**src/rtl/pmh_pkg.sv**
```systemverilog
`timescale 1ns / 1ps
// ----------------------------------------------------------------------------
// pmh_pkg - peak meter shared definitions
// Types, register map, scale constants and state encodings for the meter.
// ----------------------------------------------------------------------------
package pmh_pkg;

   // defaults for top-level parameters
   localparam int unsigned METER_COUNT_DEF = 16;
   localparam int unsigned LEVEL_BITS_DEF  = 24;

   // fixed field widths
   localparam int unsigned IDX_W_IN = 4;
   localparam int unsigned AMP_W    = 24;
   localparam int unsigned BAR_W    = 8;

   // register map (word index, byte address 4*i)
   localparam int unsigned CSR_ADDR_W = 5;
   localparam logic [2:0] CSR_GAIN       = 3'd0;
   localparam logic [2:0] CSR_DECAY      = 3'd1;
   localparam logic [2:0] CSR_PEAK_HOLD  = 3'd2;
   localparam logic [2:0] CSR_OVL_HOLD   = 3'd3;
   localparam logic [2:0] CSR_ACTIVE     = 3'd4;

   localparam logic [15:0] GAIN_RST      = 16'd4096;
   localparam logic [15:0] DECAY_RST     = 16'd60293;
   localparam logic [7:0]  PEAK_HOLD_RST = 8'd20;
   localparam logic [7:0]  OVL_HOLD_RST  = 8'd40;
   localparam logic [4:0]  ACTIVE_RST    = 5'd16;

   // scale
   localparam logic [BAR_W-1:0] FULL_BAR = 8'd216;
   localparam logic [7:0]       AGE_MAX  = 8'd255;
   localparam logic [31:0] DB_PER_LOG2_Q16 = 32'd394566;  // 20*log10(2), Q16
   localparam logic [41:0] ROUND_HALF      = 42'd32768;
   localparam logic [31:0] BAR_MUL         = 32'd27;      // 216/2000 = 27/250
   localparam logic [31:0] RECIP_250       = 32'd67109;   // ceil(2^24/250)

   // attenuation breakpoints, dB in Q16
   localparam logic [31:0] ATT_70 = 32'd70 << 16;
   localparam logic [31:0] ATT_60 = 32'd60 << 16;
   localparam logic [31:0] ATT_50 = 32'd50 << 16;
   localparam logic [31:0] ATT_40 = 32'd40 << 16;
   localparam logic [31:0] ATT_30 = 32'd30 << 16;
   localparam logic [31:0] ATT_20 = 32'd20 << 16;

   // segment slopes and offsets, twentieths of a percent
   localparam logic [31:0] SLOPE_70 = 32'd5;
   localparam logic [31:0] SLOPE_60 = 32'd7;
   localparam logic [31:0] SLOPE_50 = 32'd20;
   localparam logic [31:0] SLOPE_40 = 32'd29;
   localparam logic [31:0] SLOPE_30 = 32'd39;
   localparam logic [31:0] SLOPE_20 = 32'd50;
   localparam logic [10:0] OFS_70   = 11'd0;
   localparam logic [10:0] OFS_60   = 11'd50;
   localparam logic [10:0] OFS_50   = 11'd120;
   localparam logic [10:0] OFS_40   = 11'd320;
   localparam logic [10:0] OFS_30   = 11'd610;
   localparam logic [10:0] OFS_20   = 11'd1000;

   typedef enum logic [3:0] {
      C_IDLE,
      C_DECAY,
      C_MAX,
      C_GAIN,
      C_ZCHK,
      C_NORM,
      C_MANT,
      C_SQ_MUL,
      C_SQ_ADJ,
      C_DB,
      C_ATT,
      C_SEG,
      C_SCALE,
      C_RECIP,
      C_QUOT,
      C_DONE
   } core_state_type;

   typedef enum logic [1:0] {
      T_IDLE,
      T_BUSY,
      T_COMMIT
   } top_state_type;

   typedef struct packed {
      logic busy;
      logic done;
   } core_sts_type;

endpackage

```
**src/rtl/peak_meter_iec_scale_hold.sv**
```systemverilog
`timescale 1ns / 1ps
// ----------------------------------------------------------------------------
// peak_meter_iec_scale_hold - multi-channel IEC scale peak meter
// Per-meter decaying level, IEC bar height, held peak marker and overload.
// ----------------------------------------------------------------------------
// Sequencing: a result beat follows each accepted beat for an active meter;
//   a zero level or full scale finishes early.
// Flow: no new beat is taken until the result is committed; the 16 log2
//   squaring passes through the single shared 32x32 multiplier dominate.
// Reset: synchronous, active high; registers return to defaults, all meter
//   state clears to zero in the same cycle.
// ----------------------------------------------------------------------------
module peak_meter_iec_scale_hold
   import pmh_pkg::*;
#(
   parameter int unsigned METER_COUNT = METER_COUNT_DEF,
   parameter int unsigned LEVEL_BITS  = LEVEL_BITS_DEF
) (
   input  logic                  clock,
   input  logic                  reset,
   // request beats
   input  logic                  req_valid,
   output logic                  req_ready,
   input  logic [IDX_W_IN-1:0]   req_meter_index,
   input  logic [AMP_W-1:0]      req_amplitude,
   // result beats
   output logic                  rsp_valid,
   input  logic                  rsp_ready,
   output logic [IDX_W_IN-1:0]   rsp_out_meter,
   output logic [BAR_W-1:0]      rsp_bar_height,
   output logic [BAR_W-1:0]      rsp_peak_height,
   output logic                  rsp_overload_lit,
   // register port
   input  logic                  csr_psel,
   input  logic                  csr_penable,
   input  logic                  csr_pwrite,
   input  logic [CSR_ADDR_W-1:0] csr_paddr,
   input  logic [31:0]           csr_pwdata,
   output logic [31:0]           csr_prdata,
   output logic                  csr_pready
);

   // Only 16 meter indices can be addressed, so no more storage than that.
   localparam int unsigned DEPTH = (METER_COUNT < 16) ? METER_COUNT : 16;
   localparam int unsigned IDX_W = (DEPTH > 1) ? $clog2(DEPTH) : 1;
   localparam logic [8:0]  MC    = 9'(METER_COUNT);

   // ---------------------------------------------------------------- CSRs
   logic [15:0] gain_ff;
   logic [15:0] decay_ff;
   logic [7:0]  phold_ff;
   logic [7:0]  ohold_ff;
   logic [4:0]  active_ff;
   logic        csr_wr;
   logic [2:0]  csr_idx;

   assign csr_pready = 1'b1;
   assign csr_wr     = csr_psel && csr_penable && csr_pwrite;
   assign csr_idx    = csr_paddr[CSR_ADDR_W-1:2];

   always_ff @(posedge clock) begin
      if (reset) begin
         gain_ff   <= GAIN_RST;
         decay_ff  <= DECAY_RST;
         phold_ff  <= PEAK_HOLD_RST;
         ohold_ff  <= OVL_HOLD_RST;
         active_ff <= ACTIVE_RST;
      end else if (csr_wr) begin
         // writes past the last register are dropped
         unique case (csr_idx)
            CSR_GAIN:      gain_ff   <= csr_pwdata[15:0];
            CSR_DECAY:     decay_ff  <= csr_pwdata[15:0];
            CSR_PEAK_HOLD: phold_ff  <= csr_pwdata[7:0];
            CSR_OVL_HOLD:  ohold_ff  <= csr_pwdata[7:0];
            CSR_ACTIVE:    active_ff <= csr_pwdata[4:0];
            default: ;
         endcase
      end
   end

   always_comb begin
      unique case (csr_idx)
         CSR_GAIN:      csr_prdata = 32'(gain_ff);
         CSR_DECAY:     csr_prdata = 32'(decay_ff);
         CSR_PEAK_HOLD: csr_prdata = 32'(phold_ff);
         CSR_OVL_HOLD:  csr_prdata = 32'(ohold_ff);
         CSR_ACTIVE:    csr_prdata = 32'(active_ff);
         default:       csr_prdata = '0;
      endcase
   end

   // --------------------------------------------------------- meter state
   // Small per-meter register files; one meter is read and written at a time.
   logic [LEVEL_BITS-1:0] lvl_mem_ff   [DEPTH];
   logic [BAR_W-1:0]      peak_mem_ff  [DEPTH];
   logic [7:0]            page_mem_ff  [DEPTH];
   logic [7:0]            oage_mem_ff  [DEPTH];
   logic                  oflag_mem_ff [DEPTH];

   // ------------------------------------------------------- control FSM
   top_state_type         state_ff, state_in;
   logic [IDX_W_IN-1:0]   idx_ff, idx_in;
   logic                  accept;
   logic                  meter_ok;
   logic                  start;
   logic                  commit;
   logic [LEVEL_BITS-1:0] amp_aligned;
   logic [AMP_W+LEVEL_BITS-1:0] amp_wide;
   logic [LEVEL_BITS-1:0] level_old;
   logic [LEVEL_BITS-1:0] level_new;
   logic [BAR_W-1:0]      bar;
   core_sts_type          core_sts;

   // Q1.23 to Q1.(LEVEL_BITS-1): widen by LEVEL_BITS, drop 24, truncating
   assign amp_wide    = {req_amplitude, {LEVEL_BITS{1'b0}}};
   assign amp_aligned = amp_wide[AMP_W+LEVEL_BITS-1:AMP_W];

   // inactive meters give no result and touch nothing
   assign meter_ok = ({1'b0, req_meter_index} < active_ff) &&
                     ({5'd0, req_meter_index} < MC);
   assign accept   = req_valid && req_ready;
   assign start    = accept && meter_ok;
   assign level_old = lvl_mem_ff[req_meter_index[IDX_W-1:0]];

   always_ff @(posedge clock) begin
      if (reset) begin
         state_ff <= T_IDLE;
      end else begin
         state_ff <= state_in;
      end
   end

   always_ff @(posedge clock) begin
      idx_ff <= idx_in;
   end

   always_comb begin
      state_in  = state_ff;
      idx_in    = idx_ff;
      commit    = 1'b0;
      req_ready = (state_ff == T_IDLE) && !core_sts.busy;

      unique case (state_ff)
         T_IDLE: begin
            if (start) begin
               idx_in   = req_meter_index;
               state_in = T_BUSY;
            end
         end
         T_BUSY: begin
            if (core_sts.done) begin
               state_in = T_COMMIT;
            end
         end
         T_COMMIT: begin
            // wait for a free result register before updating state
            if (!rsp_valid || rsp_ready) begin
               commit   = 1'b1;
               state_in = T_IDLE;
            end
         end
         default: begin
            state_in = T_IDLE;
         end
      endcase
   end

   pmh_bar_core #(
      .LEVEL_BITS (LEVEL_BITS)
   ) u_core (
      .clock        (clock),
      .reset        (reset),
      .start        (start),
      .level_old    (level_old),
      .amp_aligned  (amp_aligned),
      .decay_factor (decay_ff),
      .gain         (gain_ff),
      .level_new    (level_new),
      .bar_height   (bar),
      .sts          (core_sts)
   );

   // --------------------------------------------------- hold and overload
   logic [IDX_W-1:0] widx;
   logic [BAR_W-1:0] hp, hp_n;
   logic [7:0]       pa, pa_n;
   logic [7:0]       oa, oa_n;
   logic             of, of_n;

   assign widx = idx_ff[IDX_W-1:0];
   assign hp   = peak_mem_ff[widx];
   assign pa   = page_mem_ff[widx];
   assign oa   = oage_mem_ff[widx];
   assign of   = oflag_mem_ff[widx];

   always_comb begin
      // rising bar grabs the marker; otherwise it follows once hold expires
      if (bar > hp) begin
         hp_n = bar;
         pa_n = '0;
      end else begin
         hp_n = (pa > phold_ff) ? bar : hp;
         pa_n = (pa != AGE_MAX) ? pa + 8'd1 : pa;
      end
      // full scale lights overload and restarts its hold
      if (bar >= FULL_BAR) begin
         of_n = 1'b1;
         oa_n = '0;
      end else begin
         of_n = (oa > ohold_ff) ? 1'b0 : of;
         oa_n = (oa != AGE_MAX) ? oa + 8'd1 : oa;
      end
   end

   always_ff @(posedge clock) begin
      if (reset) begin
         for (int i = 0; i < DEPTH; i++) begin
            lvl_mem_ff[i]   <= '0;
            peak_mem_ff[i]  <= '0;
            page_mem_ff[i]  <= '0;
            oage_mem_ff[i]  <= '0;
            oflag_mem_ff[i] <= 1'b0;
         end
      end else if (commit) begin
         lvl_mem_ff[widx]   <= level_new;
         peak_mem_ff[widx]  <= hp_n;
         page_mem_ff[widx]  <= pa_n;
         oage_mem_ff[widx]  <= oa_n;
         oflag_mem_ff[widx] <= of_n;
      end
   end

   // ------------------------------------------------------- result beat
   logic                rsp_valid_ff, rsp_valid_in;
   logic [IDX_W_IN-1:0] rsp_meter_ff;
   logic [BAR_W-1:0]    rsp_bar_ff;
   logic [BAR_W-1:0]    rsp_peak_ff;
   logic                rsp_ovl_ff;

   assign rsp_valid_in = commit ? 1'b1 : (rsp_ready ? 1'b0 : rsp_valid_ff);

   always_ff @(posedge clock) begin
      if (reset) begin
         rsp_valid_ff <= 1'b0;
      end else begin
         rsp_valid_ff <= rsp_valid_in;
      end
   end

   always_ff @(posedge clock) begin
      if (commit) begin
         rsp_meter_ff <= idx_ff;
         rsp_bar_ff   <= bar;
         rsp_peak_ff  <= hp_n;
         rsp_ovl_ff   <= of_n;
      end
   end

   assign rsp_valid        = rsp_valid_ff;
   assign rsp_out_meter    = rsp_meter_ff;
   assign rsp_bar_height   = rsp_bar_ff;
   assign rsp_peak_height  = rsp_peak_ff;
   assign rsp_overload_lit = rsp_ovl_ff;

endmodule

```
**src/rtl/pmh_bar_core.sv**
```systemverilog
`timescale 1ns / 1ps
// ----------------------------------------------------------------------------
// pmh_bar_core - level update and bar height sequencer
// Decays the level, applies gain, takes log2 and maps dB to bar height,
// all on one shared 32x32 multiplier with a registered product.
// ----------------------------------------------------------------------------
module pmh_bar_core
   import pmh_pkg::*;
#(
   parameter int unsigned LEVEL_BITS = LEVEL_BITS_DEF
) (
   input  logic                  clock,
   input  logic                  reset,
   input  logic                  start,
   input  logic [LEVEL_BITS-1:0] level_old,
   input  logic [LEVEL_BITS-1:0] amp_aligned,
   input  logic [15:0]           decay_factor,
   input  logic [15:0]           gain,
   output logic [LEVEL_BITS-1:0] level_new,
   output logic [BAR_W-1:0]      bar_height,
   output core_sts_type          sts
);

   localparam int unsigned PW    = LEVEL_BITS + 16;
   localparam int unsigned NW    = (PW < 31) ? 31 : PW;
   localparam int unsigned LZ_W  = $clog2(NW);
   localparam int unsigned LG_W  = LZ_W + 16;
   localparam int unsigned A_W   = 26;
   localparam logic [LG_W-1:0] REF_LG = LG_W'((LEVEL_BITS + 11) * 65536);

   core_state_type state_ff, state_in;

   logic [63:0]           prod_ff, prod_in;
   logic [31:0]           mul_a, mul_b;
   logic [LEVEL_BITS-1:0] lvl_ff, lvl_in;
   logic [LEVEL_BITS-1:0] amp_ff, amp_in;
   logic [NW-1:0]         norm_ff, norm_in;
   logic [LZ_W-1:0]       lz_ff, lz_in;
   logic [3:0]            step_ff, step_in;
   logic [30:0]           m_ff, m_in;
   logic [15:0]           frac_ff, frac_in;
   logic [A_W-1:0]        a_ff, a_in;
   logic [10:0]           o_ff, o_in;
   logic [BAR_W-1:0]      bar_ff, bar_in;

   logic [LEVEL_BITS-1:0] decayed;
   logic [LZ_W-1:0]       sh_amt;
   logic [NW-1:0]         top_mask;
   logic [31:0]           sq;
   logic [LZ_W-1:0]       e_val;
   logic [LG_W-1:0]       lg;
   logic [41:0]           a_sum;
   logic [26:0]           v_val;
   logic [15:0]           q_val;

   always_ff @(posedge clock) begin
      if (reset) begin
         state_ff <= C_IDLE;
      end else begin
         state_ff <= state_in;
      end
   end

   always_ff @(posedge clock) begin
      prod_ff <= prod_in;
      lvl_ff  <= lvl_in;
      amp_ff  <= amp_in;
      norm_ff <= norm_in;
      lz_ff   <= lz_in;
      step_ff <= step_in;
      m_ff    <= m_in;
      frac_ff <= frac_in;
      a_ff    <= a_in;
      o_ff    <= o_in;
      bar_ff  <= bar_in;
   end

   // shared multiplier
   assign prod_in = mul_a * mul_b;

   assign decayed  = prod_ff[LEVEL_BITS+15:16];
   assign sh_amt   = LZ_W'(1) << (LZ_W'(LZ_W - 1) - LZ_W'(step_ff));
   assign top_mask = ~({NW{1'b1}} >> sh_amt);
   assign sq       = prod_ff[61:30];
   assign e_val    = LZ_W'(NW - 1) - lz_ff;
   assign lg       = {e_val, frac_ff};
   assign a_sum    = prod_ff[41:0] + ROUND_HALF;
   assign v_val    = prod_ff[26:0] + {o_ff, 16'd0};
   assign q_val    = prod_ff[39:24];

   always_comb begin
      state_in = state_ff;
      lvl_in   = lvl_ff;
      amp_in   = amp_ff;
      norm_in  = norm_ff;
      lz_in    = lz_ff;
      step_in  = step_ff;
      m_in     = m_ff;
      frac_in  = frac_ff;
      a_in     = a_ff;
      o_in     = o_ff;
      bar_in   = bar_ff;
      mul_a    = '0;
      mul_b    = '0;
      sts.busy = (state_ff != C_IDLE);
      sts.done = 1'b0;

      unique case (state_ff)
         C_IDLE: begin
            if (start) begin
               lvl_in   = level_old;
               amp_in   = amp_aligned;
               state_in = C_DECAY;
            end
         end
         C_DECAY: begin
            mul_a    = 32'(lvl_ff);
            mul_b    = 32'(decay_factor);
            state_in = C_MAX;
         end
         C_MAX: begin
            lvl_in   = (amp_ff > decayed) ? amp_ff : decayed;
            state_in = C_GAIN;
         end
         C_GAIN: begin
            mul_a    = 32'(lvl_ff);
            mul_b    = 32'(gain);
            state_in = C_ZCHK;
         end
         C_ZCHK: begin
            // zero level or gain: minus infinity dB
            if (prod_ff[PW-1:0] == '0) begin
               bar_in   = '0;
               state_in = C_DONE;
            end else begin
               norm_in  = NW'(prod_ff[PW-1:0]);
               lz_in    = '0;
               step_in  = '0;
               state_in = C_NORM;
            end
         end
         C_NORM: begin
            // binary leading-zero search, widest step first
            if ((norm_ff & top_mask) == '0) begin
               norm_in = norm_ff << sh_amt;
               lz_in   = lz_ff + sh_amt;
            end
            if (step_ff == 4'(LZ_W - 1)) begin
               state_in = C_MANT;
            end else begin
               step_in = step_ff + 4'd1;
            end
         end
         C_MANT: begin
            m_in     = norm_ff[NW-1 -: 31];
            frac_in  = '0;
            step_in  = '0;
            state_in = C_SQ_MUL;
         end
         C_SQ_MUL: begin
            mul_a    = 32'(m_ff);
            mul_b    = 32'(m_ff);
            state_in = C_SQ_ADJ;
         end
         C_SQ_ADJ: begin
            if (sq[31]) begin
               frac_in = {frac_ff[14:0], 1'b1};
               m_in    = sq[31:1];
            end else begin
               frac_in = {frac_ff[14:0], 1'b0};
               m_in    = sq[30:0];
            end
            if (step_ff == 4'd15) begin
               state_in = C_DB;
            end else begin
               step_in  = step_ff + 4'd1;
               state_in = C_SQ_MUL;
            end
         end
         C_DB: begin
            if (lg >= REF_LG) begin
               bar_in   = FULL_BAR;
               state_in = C_DONE;
            end else begin
               mul_a    = 32'(REF_LG - lg);
               mul_b    = DB_PER_LOG2_Q16;
               state_in = C_ATT;
            end
         end
         C_ATT: begin
            a_in     = a_sum[41:16];
            state_in = C_SEG;
         end
         C_SEG: begin
            state_in = C_SCALE;
            priority if (32'(a_ff) > ATT_70) begin
               bar_in   = '0;
               state_in = C_DONE;
            end else if (32'(a_ff) > ATT_60) begin
               mul_a = ATT_70 - 32'(a_ff);
               mul_b = SLOPE_70;
               o_in  = OFS_70;
            end else if (32'(a_ff) > ATT_50) begin
               mul_a = ATT_60 - 32'(a_ff);
               mul_b = SLOPE_60;
               o_in  = OFS_60;
            end else if (32'(a_ff) > ATT_40) begin
               mul_a = ATT_50 - 32'(a_ff);
               mul_b = SLOPE_50;
               o_in  = OFS_50;
            end else if (32'(a_ff) > ATT_30) begin
               mul_a = ATT_40 - 32'(a_ff);
               mul_b = SLOPE_40;
               o_in  = OFS_40;
            end else if (32'(a_ff) > ATT_20) begin
               mul_a = ATT_30 - 32'(a_ff);
               mul_b = SLOPE_30;
               o_in  = OFS_30;
            end else begin
               mul_a = ATT_20 - 32'(a_ff);
               mul_b = SLOPE_20;
               o_in  = OFS_20;
            end
         end
         C_SCALE: begin
            mul_a    = 32'(v_val);
            mul_b    = BAR_MUL;
            state_in = C_RECIP;
         end
         C_RECIP: begin
            // divide by 250 through the reciprocal, exact for 16-bit input
            mul_a    = 32'(prod_ff[31:16]);
            mul_b    = RECIP_250;
            state_in = C_QUOT;
         end
         C_QUOT: begin
            bar_in   = (q_val > 16'(FULL_BAR)) ? FULL_BAR : q_val[BAR_W-1:0];
            state_in = C_DONE;
         end
         C_DONE: begin
            sts.done = 1'b1;
            state_in = C_IDLE;
         end
         default: begin
            state_in = C_IDLE;
         end
      endcase
   end

   assign level_new  = lvl_ff;
   assign bar_height = bar_ff;

endmodule
```
**config.mk**
```make
export PLATFORM = sky130hd
export DESIGN_NAME = peak_meter_iec_scale_hold
export DESIGN_NICKNAME = d
export VERILOG_FILES = /design/src/rtl/pmh_pkg.sv /design/src/rtl/peak_meter_iec_scale_hold.sv /design/src/rtl/pmh_bar_core.sv
export SDC_FILE = /design/constraint.sdc
export NUM_CORES = 2
export LEC_CHECK = 0
export BUFFER_PORTS_ARGS = -buffer_cell sky130_fd_sc_hd__buf_2
export CAP_MARGIN = 0
export CORE_MARGIN = 1.5
export CORE_UTILIZATION = 40
export DETAILED_ROUTE_END_ITERATION = 16
export PLACE_DENSITY_LB_ADDON = 0.15
export SYNTH_ARGS = -nofsm -noshare
export SYNTH_HDL_FRONTEND = slang
export SYNTH_SLANG_ARGS = --single-unit
```
**constraint.sdc**
```tcl
create_clock -name clock -period 11.65 [get_ports clock]
set_clock_uncertainty 0.05 [all_clocks]
set_input_delay 1.7475 -clock clock [delete_from_list [all_inputs] [get_ports clock]]
set_output_delay 1.7475 -clock clock [all_outputs]
set_load 0.005 [all_outputs]
```
==> flow_metrics.py <==
metrics = {
    "status": {
        "status": "finished clean",
    },
    "floorplanning": {
        "pin_count": 128,
        "dieArea_um2": 218200,
        "initial_core_util_pct": 40.19,
        "die_w_um": 467.1,
        "die_y_um": 467.1,
        "rows": 170,
        "core_um2": 214400,
    },
    "yosys": {
        "synth-main-ff-cell": "edfxtp_1",
        "syn_inst": 8024,
        "yosysWarnings": 0,
        "synth.most_common_cell": "inv_1",
        "synth_area_per_cell_um2": 10.74,
        "ys_seq_area_share_pct": 37.64,
        "synth_top_area_share_pct": 34.71,
        "ys_seq_elements": 1122,
        "synth_top_cell_by_area": "edfxtp_1",
        "synth_edf_count": 996,
        "ys_types": 97,
        "synth_area_um2": 86170,
        "synth_common_cells": "inv_1, nor2_1, edfxtp_1, fa_1, nand2_1",
        "synth.area.top_cells": "edfxtp_1, fa_1, mux4_2",
        "async_reset_ff_share_pct": 0,
    },
    "sta": {
        "timing.final.crit_share_pct": 95.32,
        "fin_ws_ps": 545.0,
        "hold_viol_final": 0,
        "slew_viol_final": 0,
        "rsz0062_at_grt": "false",
        "setup_viol": 0,
        "tightest_slew_ps": 1285,
        "fin_tns_setup_ps": 0,
        "max_freq_mhz": 90.05,
        "period_needed_ps": 11110,
        "max_slew_margin_pct": 14.12,
    },
    "route": {
        "vias_per_cell": 5.627,
        "drc": 0,
        "vias": 61460,
        "ant_nets": 0,
        "first_pass_iters": 6,
        "wl_mm": 304.2,
        "wl_per_cell_um": 27.85,
        "drt_iter0_drc": 6437,
    },
    "clock_tree": {
        "htree_levels": 3,
        "clk_latency_ps": 770,
        "cts_buffers": 117,
        "cts_buffer_depth": 3,
        "clkTransAtPathRegs_ps": 60,
        "cts_root_buf": "clkbuf_16",
        "cts_sinks": 1122,
        "tritoncts": "done",
    },
    "setup_path": {
        "end_kind": "flip-flop",
        "cp.required_ps": 12260,
        "crit_path_frequent_cell": "fa_1",
        "path_class": "flip-flop to flip-flop",
        "crit_slowest_cell": "nand4_1",
        "crit_fanout": 16,
        "critPathMaxStageDelay_ps": 600,
        "worstPathArrival_ps": 11720,
        "start_kind": "flip-flop",
    },
    "grt": {
        "grt_max_degree": 101,
        "antenna_found_initial": 23,
        "globalRouteTotalUtil_pct": 27.94,
        "grt_first_pass_wirelength_mm": 442.0,
        "first_global_vias": 62890,
        "gr-total-overflow": 0,
    },
    "min_path": {
        "hold_class": "flip-flop to flip-flop",
    },
    "place": {
        "pre_cts_ws_ps": 376.3,
        "place_congestion": 0.9777,
        "port_buffers": 92,
        "dp_hpwl_mm": 215.2,
    },
    "power": {
        "internal_power_mw": 7.467,
        "combPwrFrac_pct": 22.7,
        "power.share.sequential_pct": 43.5,
        "ir_drop_uv": 136.4,
        "netSwitchingPower_mw": 3.601,
        "p_leak_nw": 40.60,
        "sw_frac_of_total_pct": 32.53,
        "powerDensity_nw_per_um2": 117.6,
        "pwr-share-clk_pct": 33.8,
    },
    "finish": {
        "drive_above_1_share_pct": 10.75,
        "area_growth_pct": 9.225,
        "final_util_pct": 43.90,
        "nNetsFinal": 9269,
    },
    "run": {
        "drv_cap": 0,
    },
}
-- critical path, delay by kind of cell (launching register included) --
kind                       cells  cell delay (ps)
AOI/OAI and AO/OA              6             1900
xor gates and xnor gates       1              150
adders and majority gates      9             4200
buffers and inverters         10             1730
DFF                            1              470
and+or+nand+nor                9             2470
-- cells by family after synthesis --
kind of cell | after synthesis | share of synthesized area (%)
compound gates | 770 | 5.759
other cells | 2 | 0.008716
simple gates | 2691 | 14.14
buf+inv | 1693 | 7.684
xor+xnor | 144 | 1.472
mux | 381 | 8.024
fa+ha+maj | 1221 | 25.27
flops | 1122 | 37.64
-- path summary, 6_finish.rpt --
| kind | end | cells after the start | slack, ps | start |
|---|---|---|---|---|
| min reg2reg | gain_ff[8]$_SDFFE_PP0P_ | 2 | 430 | gain_ff[8]$_SDFFE_PP0P_ |
| max reg2reg | u_core.prod_ff[44]$_DFF_P_ | 35 | 540 | u_core.a_ff[13]$_DFFE_PP_ |
| max | u_core.prod_ff[44]$_DFF_P_ | 35 | 540 | u_core.a_ff[13]$_DFFE_PP_ |
| min | gain_ff[8]$_SDFFE_PP0P_ | 2 | 430 | gain_ff[8]$_SDFFE_PP0P_ |
-- registers in the layout (all words and copies together), names as in the netlist, 16 cells and up, named ones only --
| register | cells |
|---|---|
| u_core.m_ff | 31 |
| u_core.prod_ff | 62 |
| peak_mem_ff | 128 |
| lvl_mem_ff | 384 |
| u_core.amp_ff | 24 |
| decay_ff | 16 |
| u_core.frac_ff | 16 |
| u_core.norm_ff | 40 |
| u_core.a_ff | 26 |
| gain_ff | 16 |
| page_mem_ff | 128 |
| oflag_mem_ff | 16 |
| u_core.level_new | 24 |
| oage_mem_ff | 128 |
-- cell type report --
cell class	instances	area, µm²
Fill cell	20400	120300
Multi-Input combinational cell	5243	47620
Sequential cell	1122	32440
Inverter	1148	4309
Tap cell	2838	3551
Clock buffer	156	3178
Timing Repair Buffer	345	2419
Clock inverter	59	570.5
Antenna cell	12	30.03
-- layer usage --
layer | part of all wire (%) | track usage (%) | vias to the layer above | wire length (µm)
met5 | 0.0066 | 0 | - | 20
met4 | 5.6 | 13.30 | 2 | 16920
li1 | - | - | 26510 | -
met1 | 40 | 37.06 | 31780 | 122900
met2 | 47 | 45.23 | 2594 | 142500
met3 | 7.2 | 3.849 | 574 | 21900
-- per-stage QoR --
step	hold slack (ps)	cells	total power [mW]	instance area, µm²
after floorplan	395.8	8058	6.328	86290
after CTS	426.7	10910	11.09	94060
after global placement	412.0	10700	7.340	90300
after global routing	437.8	10920	11.44	94110
after detailed placement	419.2	10700	7.370	90310
final	427.0	10920	11.07	94110
-- timing repair --
item | 4_1_cts | 5_1_grt
gates resized for setup | 0 | 5
setup buffers | 0 | 0
endpoints found under the setup margin | 0 | 5
hold buffers | 0 | 0
-- cell usage in the layout (no fill, tap or decap), types with 17 or more instances in the layout --
cell type,n
mux4_2,247
buf_2,90
a31oi_1,23
clkbuf_1,32
and3_1,335
a21o_1,82
buf_4,250
a22oi_1,42
mux2i_1,124
conb_1,36
and2_1,148
o21ai_0,136
clkbuf_16,120
edfxtp_1,996
a21oi_1,239
ha_1,354
nand3_1,72
dfxtp_1,122
nor2_1,992
o22ai_1,25
xnor2_1,93
xor2_1,50
o31ai_1,18
clkinv_1,24
nor2b_1,29
nor4_1,21
a221oi_1,21
inv_1,1144
fa_1,866
nand2b_4,17
nand2_1,863
nand4_1,28
nand2b_1,36
nor3_1,40
-- power by group through the flow --
| stage | clock network (mW) | logic (mW) | registers [mW] |
|---|---|---|---|
| 2_1_floorplan | 0 | 1.61 | 4.71 |
| 3_3_place_gp | 0 | 2.46 | 4.88 |
| 3_5_place_dp | 0 | 2.48 | 4.89 |
| 4_1_cts | 3.79 | 2.49 | 4.81 |
| 5_1_grt | 3.94 | 2.68 | 4.83 |
| 6_report | 3.74 | 2.51 | 4.81 |
Note: power is estimated with default switching activity, not from simulation.
